==> src/pciwm_pkg.sv <==
// Shared types, codes and the field compare for the PCI identity match table.
// No dependencies; every other file in src imports this package.
package pciwm_pkg;

    localparam logic [15:0] WILD16 = 16'hFFFF;
    localparam logic [7:0]  WILD8  = 8'hFF;

    typedef enum logic [1:0] {
        ST_OK      = 2'd0,
        ST_NOMATCH = 2'd1,
        ST_FULL    = 2'd2
    } status_t;

    typedef enum logic {
        OP_REGISTER = 1'b0,
        OP_LOOKUP   = 1'b1
    } opcode_t;

    typedef enum logic [1:0] {
        S_IDLE,
        S_SCAN,
        S_RESP
    } state_t;

    // Seven identity fields of a pattern or of a device.
    typedef struct packed {
        logic [15:0] vendor_id;
        logic [15:0] device_id;
        logic [7:0]  class_code;
        logic [7:0]  subclass_code;
        logic [7:0]  prog_interface;
        logic [15:0] subsystem_id;
        logic [15:0] subsystem_vendor;
    } key_t;

    // Lookup token handed from cell to cell.
    typedef struct packed {
        logic        active;
        logic        found;
        logic [15:0] handle;
        logic [3:0]  index;
        key_t        key;
    } link_t;

    // Only the pattern side acts as a wildcard.
    function automatic logic key_match(key_t pat, key_t dev);
        logic m;
        m = (pat.vendor_id == WILD16 || pat.vendor_id == dev.vendor_id)
         && (pat.device_id == WILD16 || pat.device_id == dev.device_id)
         && (pat.class_code == WILD8 || pat.class_code == dev.class_code)
         && (pat.subclass_code == WILD8 || pat.subclass_code == dev.subclass_code)
         && (pat.prog_interface == WILD8 || pat.prog_interface == dev.prog_interface)
         && (pat.subsystem_id == WILD16 || pat.subsystem_id == dev.subsystem_id)
         && (pat.subsystem_vendor == WILD16
             || pat.subsystem_vendor == dev.subsystem_vendor);
        return m;
    endfunction

endpackage

==> src/pciwm_cell.sv <==
// One table entry: stores a pattern and its handle, and passes the lookup
// token on to the next entry through a register. Depends on pciwm_pkg.
module pciwm_cell #(
    parameter int CELL_INDEX = 0
) (
    input  logic              clk,
    input  logic              rst_n,
    input  logic              wr_en,
    input  pciwm_pkg::key_t   pattern_in,
    input  logic [15:0]       handle_in,
    input  logic              enabled,
    input  pciwm_pkg::link_t  link_in,
    output pciwm_pkg::link_t  link_out
);
    import pciwm_pkg::*;

    localparam logic [3:0] IDX = 4'(CELL_INDEX);

    key_t        pattern_reg;
    logic [15:0] handle_reg;
    link_t       link_reg;
    link_t       link_next;
    logic        hit;

    always_ff @(posedge clk)
    begin
        if (wr_en)
        begin
            pattern_reg <= pattern_in;
            handle_reg  <= handle_in;
        end
    end

    assign hit = link_in.active && !link_in.found && enabled
              && key_match(pattern_reg, link_in.key);

    always_comb
    begin
        link_next = link_in;
        if (hit)
        begin
            link_next.found  = 1'b1;
            link_next.handle = handle_reg;
            link_next.index  = IDX;
        end
    end

    always_ff @(posedge clk or negedge rst_n)
    begin
        if (!rst_n)
        begin
            link_reg <= '0;
        end
        else
        begin
            link_reg <= link_next;
        end
    end

    assign link_out = link_reg;

endmodule

==> src/pci_id_wildcard_match_table.sv <==
// Top level of the PCI identity wildcard match table: control, entry count,
// result register and the row of pciwm_cell entries. Depends on pciwm_pkg.
//
//  Channel | Handshake           | Payload
//  --------+---------------------+-------------------------------------------
//  in      | in_valid / in_ready | opcode, seven identity fields, handle_in
//  out     | out_valid/out_ready | status, handle_out, entry_index
//
// A register item gives its result in the cycle after its transfer.
// A lookup token walks the cell row one entry per cycle, through every cell
// register; the result register takes the outcome as the token leaves the
// last cell, and the result is then shown from the S_RESP state.
// One item is in the block at a time; in_ready is low from the input transfer
// until the result transfer. Reset empties the table and leaves no result.
module pci_id_wildcard_match_table #(
    parameter int TABLE_DEPTH = 16
) (
    input  logic        clk,
    input  logic        rst_n,
    input  logic        in_valid,
    output logic        in_ready,
    input  logic        opcode,
    input  logic [15:0] vendor_id,
    input  logic [15:0] device_id,
    input  logic [7:0]  class_code,
    input  logic [7:0]  subclass_code,
    input  logic [7:0]  prog_interface,
    input  logic [15:0] subsystem_id,
    input  logic [15:0] subsystem_vendor,
    input  logic [15:0] handle_in,
    output logic        out_valid,
    input  logic        out_ready,
    output logic [1:0]  status,
    output logic [15:0] handle_out,
    output logic [3:0]  entry_index
);
    import pciwm_pkg::*;

    localparam int CW = $clog2(TABLE_DEPTH + 1);
    localparam logic [CW-1:0] FULL_COUNT = CW'(TABLE_DEPTH);

    state_t            state_reg;
    state_t            state_next;
    logic [CW-1:0]     count_reg;
    logic [CW-1:0]     count_next;
    logic [1:0]        status_reg;
    logic [15:0]       handle_reg;
    logic [3:0]        index_reg;

    logic              in_xfer;
    logic              out_xfer;
    logic              is_full;
    logic              write_go;
    logic              scan_start;
    logic              scan_done;
    key_t              key_in;
    link_t             link [TABLE_DEPTH+1];
    logic [TABLE_DEPTH-1:0] wr_en;
    logic [TABLE_DEPTH-1:0] enabled;

    assign in_xfer  = in_valid && in_ready;
    assign out_xfer = out_valid && out_ready;
    assign is_full  = (count_reg == FULL_COUNT);

    assign key_in.vendor_id        = vendor_id;
    assign key_in.device_id        = device_id;
    assign key_in.class_code       = class_code;
    assign key_in.subclass_code    = subclass_code;
    assign key_in.prog_interface   = prog_interface;
    assign key_in.subsystem_id     = subsystem_id;
    assign key_in.subsystem_vendor = subsystem_vendor;

    // Head of the row: a fresh token that has not found anything yet.
    always_comb
    begin
        link[0].active = scan_start;
        link[0].found  = 1'b0;
        link[0].handle = 16'd0;
        link[0].index  = 4'd0;
        link[0].key    = key_in;
    end

    for (genvar i = 0; i < TABLE_DEPTH; i++)
    begin : g_cell
        assign wr_en[i]   = write_go && (count_reg == CW'(i));
        assign enabled[i] = (CW'(i) < count_reg);

        pciwm_cell #(
            .CELL_INDEX (i)
        ) u_cell (
            .clk        (clk),
            .rst_n      (rst_n),
            .wr_en      (wr_en[i]),
            .pattern_in (key_in),
            .handle_in  (handle_in),
            .enabled    (enabled[i]),
            .link_in    (link[i]),
            .link_out   (link[i+1])
        );
    end

    assign scan_done = link[TABLE_DEPTH].active;

    always_comb
    begin
        state_next = state_reg;
        case (state_reg)
            S_IDLE:
            begin
                if (in_xfer)
                begin
                    state_next = (opcode == OP_LOOKUP) ? S_SCAN : S_RESP;
                end
            end
            S_SCAN:
            begin
                if (scan_done)
                begin
                    state_next = S_RESP;
                end
            end
            S_RESP:
            begin
                if (out_xfer)
                begin
                    state_next = S_IDLE;
                end
            end
            default:
            begin
                state_next = S_IDLE;
            end
        endcase
    end

    always_comb
    begin
        in_ready   = 1'b0;
        out_valid  = 1'b0;
        write_go   = 1'b0;
        scan_start = 1'b0;
        case (state_reg)
            S_IDLE:
            begin
                in_ready   = 1'b1;
                write_go   = in_valid && (opcode == OP_REGISTER) && !is_full;
                scan_start = in_valid && (opcode == OP_LOOKUP);
            end
            S_SCAN:
            begin
            end
            S_RESP:
            begin
                out_valid = 1'b1;
            end
            default:
            begin
            end
        endcase
    end

    assign count_next = write_go ? count_reg + CW'(1) : count_reg;

    always_ff @(posedge clk or negedge rst_n)
    begin
        if (!rst_n)
        begin
            state_reg <= S_IDLE;
            count_reg <= '0;
        end
        else
        begin
            state_reg <= state_next;
            count_reg <= count_next;
        end
    end

    always_ff @(posedge clk)
    begin
        if (in_xfer && opcode == OP_REGISTER)
        begin
            status_reg <= is_full ? ST_FULL : ST_OK;
            handle_reg <= 16'd0;
            index_reg  <= is_full ? 4'd0 : 4'(count_reg);
        end
        else if (state_reg == S_SCAN && scan_done)
        begin
            status_reg <= link[TABLE_DEPTH].found ? ST_OK : ST_NOMATCH;
            handle_reg <= link[TABLE_DEPTH].found ? link[TABLE_DEPTH].handle : 16'd0;
            index_reg  <= link[TABLE_DEPTH].found ? link[TABLE_DEPTH].index : 4'd0;
        end
    end

    assign status      = status_reg;
    assign handle_out  = handle_reg;
    assign entry_index = index_reg;

    a_one_side: assert property (@(posedge clk) disable iff (!rst_n)
        !(in_ready && out_valid))
        else $error("input and output sides open at once");

    a_count_range: assert property (@(posedge clk) disable iff (!rst_n)
        count_reg <= FULL_COUNT)
        else $error("entry count beyond table depth");

    a_tail_in_scan: assert property (@(posedge clk) disable iff (!rst_n)
        scan_done |-> state_reg == S_SCAN)
        else $error("lookup token left the row outside a scan");

    a_full_clean: assert property (@(posedge clk) disable iff (!rst_n)
        (out_valid && status == ST_FULL) |-> (handle_out == 16'd0 && entry_index == 4'd0))
        else $error("table full result carries a handle or index");

    a_count_step: assert property (@(posedge clk) disable iff (!rst_n)
        (count_reg != $past(count_reg)) |-> (state_reg == S_RESP && status == ST_OK))
        else $error("entry count moved without a register result");

endmodule

==> config.mk <==
export PLATFORM = sky130hd
export DESIGN_NAME = pci_id_wildcard_match_table
export DESIGN_NICKNAME = d
export VERILOG_FILES = /design/src/pciwm_pkg.sv /design/src/pciwm_cell.sv /design/src/pci_id_wildcard_match_table.sv
export SDC_FILE = /design/constraint.sdc
export NUM_CORES = 2
export LEC_CHECK = 0
export BUFFER_PORTS_ARGS = -buffer_cell sky130_fd_sc_hd__clkbuf_2
export CAP_MARGIN = 0
export CORE_UTILIZATION = 50
export DETAILED_ROUTE_END_ITERATION = 7
export PLACE_DENSITY_LB_ADDON = 0.15
export SYNTH_ARGS = -nofsm -noshare
export SYNTH_HDL_FRONTEND = slang
export SYNTH_SLANG_ARGS = --single-unit
export TNS_END_PERCENT = 30
==> constraint.sdc <==
create_clock -name clk -period 13.35 [get_ports clk]
set_input_delay 0.6675 -clock clk [delete_from_list [all_inputs] [get_ports clk]]
set_output_delay 0.6675 -clock clk [all_outputs]
set_load 0.01 [all_outputs]
==> out/results.ini <==
[synth]
yosysSeqAreaShare_pct = 80.3
synthesis.area_mm2 = 0.115
yosysUniqueCellTypes = 47
synth_cells = 6217
synth-seq-cells = 3350
synth_area_per_cell_um2 = 18.4
synth_nets = 6329
synth.yosys.warnings = 0

[placement]
place_hpwl_um = 169000
globalplace.congestion = 0.881
io_buffer_count = 132
pre_cts_slack_ps = 8680

[sta]
max_freq_mhz = 228
setup_viol = 0
fin_crit_sh_pct = 32.9
fin_crit_ps = 4390
final.setup.tns_ps = 0
grt_setup_unrepaired = no
worst_slack_ps = 8960
slew_headroom_pct = 16.7
slew_viol_final = 0
skew_ps = 52.8
hold_violations = 0
worst_slew_pin_slew_ps = 1240

[clock_tree]
cts_root_buf = clkbuf_16
postCtsSetupBuffers = 0
ctsResizeCount = 0
clkSinkCount = 3350
htreeDepth = 5
clockBufferDepth = 4
clkTransAtPathRegs_ps = 60
insertion_delay_ps = 940
ctsHoldBuffers = 2
cts_tree = yes
cts_made_buffers = 345

[drt]
drt-pass1-iter-count = 5
wl_um = 255000
drt_iter0_markers = 4320
postRouteAntennaNets = 0
drc = 0
routedWlPerCell_um = 25.3
viasPerCell = 5.37
vias = 53999

[critical_path]
r2r-start = state_reg[1]$_DFFE_PN0P_
crit_end = g_cell[15].u_cell.pattern_reg[42]$_DFFE_PP_
crit_required_ps = 13880
worstReg2RegEnd = g_cell[15].u_cell.pattern_reg[42]$_DFFE_PP_
start_kind = flip-flop
cp_max_fo = 48
reg2regPathDepth = 6
critical_path.startpoint = state_reg[1]$_DFFE_PN0P_
crit_type = reg -> reg
cp-end-kind = flip-flop
rrSetupSlack_ps = 8960
arrival_ps = 4920

[global_route]
grt_pass1_vias = 58309
grt.total_usage_pct = 22.4
grt-ovfl-total = 0
grt_start_max_net_pins = 187
grt_pass1_wl_um = 378000
grt_antenna_before_repair = 12

[layout]
drive_gt1_share_pct = 15.4
area_growth_pct = 14.6
fill_cells = 17093
regArea_mm2 = 0.0921
largest_reg_flops = 1657
layout.nets = 6874
multiInputGateArea_mm2 = 0.0225

[job]
cap_violations = 0

[power_and_ir_drop]
p_leak_nw = 47.5
powerDensity_mw_per_mm2 = 166
ir_worst_vdd_uv = 113

[floorplan]
initial_core_util_pct = 50.3
die_h_um = 481
die_x_um = 481
num_rows = 175
core_mm2 = 0.228
fp.dieArea_mm2 = 0.231
num_io_pins = 133

[worst_hold_path]
hold_class = in -> reg

[outcome]
outcome = finished, final reports clean

worst max-delay path, stage by stage (launching register included):
cell and delay [ps]:
dfrtp_1 440, nor4b_2 1010, buf_4 350, nand3b_1 260, nor2_4 560, buf_4 650
buf_4 620
metal layers:
| metal | wire (µm) | track usage, % | vias up |
|---|---|---|---|
| met5 | 0 | 0 | - |
| li1 | - | - | 24100 |
| met2 | 130000 | 38.8 | 1090 |
| met3 | 9520 | 3.02 | 411 |
| met1 | 107000 | 29.5 | 28398 |
| met4 | 7820 | 7.24 | 0 |
per-stage QoR:
step                total power [mW]  util [%]  std cells  area (µm²)  hold slack [ps]
global placement                12.5      52.7       9422      120000              355
CTS                             22.1      57.7      10043      131000             53.4
detailed placement              12.6      52.7       9422      120000              358
finish                          21.9      57.7      10048      131000              119
floorplan                       12.1         -       6217      115000              346
global route                    22.6      57.7      10044      131000             72.2
Yosys cell counts, drive strengths merged:
library cell  number  area, µm²
dfrtp           1664      41600
nand3b             3       22.5
a31o               1       8.76
nand2b             4       25.0
o22ai             77        482
nand4            712       4450
clkbuf            22       83.8
dfxtp             16        320
nor3              20        116
nor4bb             1       10.0
and3               8       50.1
o21ai              3       15.0
and3b              1       8.76
a21oi             26        130
nor4             136        863
a31oi              2       12.5
o311ai             1       8.76
inv                3       11.3
xor2              25        219
a32o               1       10.0
buf               21        119
nand3             18       90.1
nor4b              1       8.76
xnor2           1387      12100
nor2              14       52.6
or2               45        282
a21o               2       15.0
or4                2       20.0
o21a               1       7.51
nor3b             15        113
a41oi              1       8.76
ha                 3       37.5
nand2             30        113
nor2b             19        119
and4               2       17.5
or3                1       6.26
and2              19        119
edfxtp          1670      50100
mux2             240       2740
area by class of cell:
type / count / area share [%]
sequential: 3350 / 70.1
multi-input combinational: 2821 / 17.2
clock buffer: 498 / 7.62
tap: 3009 / 2.87
timing repair buffer: 241 / 1.21
clock inverter: 121 / 1.02
antenna: 5 / 0.00952
inverter: 3 / 0.00857
how the worst min path moves through the flow:
stage / startpoint / end / slack (ps) / cells past startpoint
finish: class_code[1] / g_cell[0].u_cell.link_out[49]$_DFF_PN0_ / 120 / 2
global route: class_code[1] / g_cell[0].u_cell.link_out[49]$_DFF_PN0_ / 70 / 2
CTS: class_code[1] / g_cell[0].u_cell.link_out[49]$_DFF_PN0_ / 50 / 2
detailed placement: g_cell[12].u_cell.link_out[109]$_DFF_PN0_ / g_cell[13].u_cell.link_out[109]$_DFF_PN0_ / 360 / 0
global placement: g_cell[6].u_cell.link_out[109]$_DFF_PN0_ / g_cell[7].u_cell.link_out[109]$_DFF_PN0_ / 350 / 0
floorplan: g_cell[9].u_cell.link_out[109]$_DFF_PN0_ / g_cell[10].u_cell.link_out[109]$_DFF_PN0_ / 350 / 0
power by group:
group	total (mW)	switching, mW	internal (mW)
Combinational	0.804	0.532	0.271
Sequential	11.5	0.280	11.3
Clock	9.51	3.76	5.75
Total	21.9	4.57	17.3
kinds of logic after synthesis:
| kind of cell | Yosys count | share of synthesized area [%] |
|---|---|---|
| buffers and inverters | 46 | 0.187 |
| and+or+nand+nor | 1051 | 5.66 |
| muxes | 240 | 2.39 |
| DFF | 3350 | 80.3 |
| adders and majority gates | 3 | 0.0327 |
| xor gates and xnor gates | 1412 | 10.8 |
| AOI/OAI and AO/OA | 115 | 0.609 |
cell usage in the layout, fill, tap and decap left out, types with 7 or more instances in the layout:
cell	Yosys	final
buf_4	0	100
or2_2	45	45
dfrtp_1	1664	1664
edfxtp_1	1670	1670
xor2_1	25	25
nor2b_1	19	19
mux2_4	9	9
nor3_2	1	16
clkinv_2	0	59
xnor2_1	1387	1387
a21oi_1	26	26
nand3_1	18	18
nor4_2	2	13
buf_12	1	8
and3_4	0	7
bufinv_16	0	29
nor4_1	134	123
clkbuf_8	0	57
dfxtp_1	16	16
o22ai_1	77	77
clkbuf_16	0	356
nor2_1	14	13
clkinv_1	0	22
nor3b_1	15	13
clkbuf_2	1	131
nand2_1	30	30
mux2_2	231	231
and2_1	19	17
clkbuf_1	21	85
nand4_1	712	712
(Power assumes the default switching activity.)
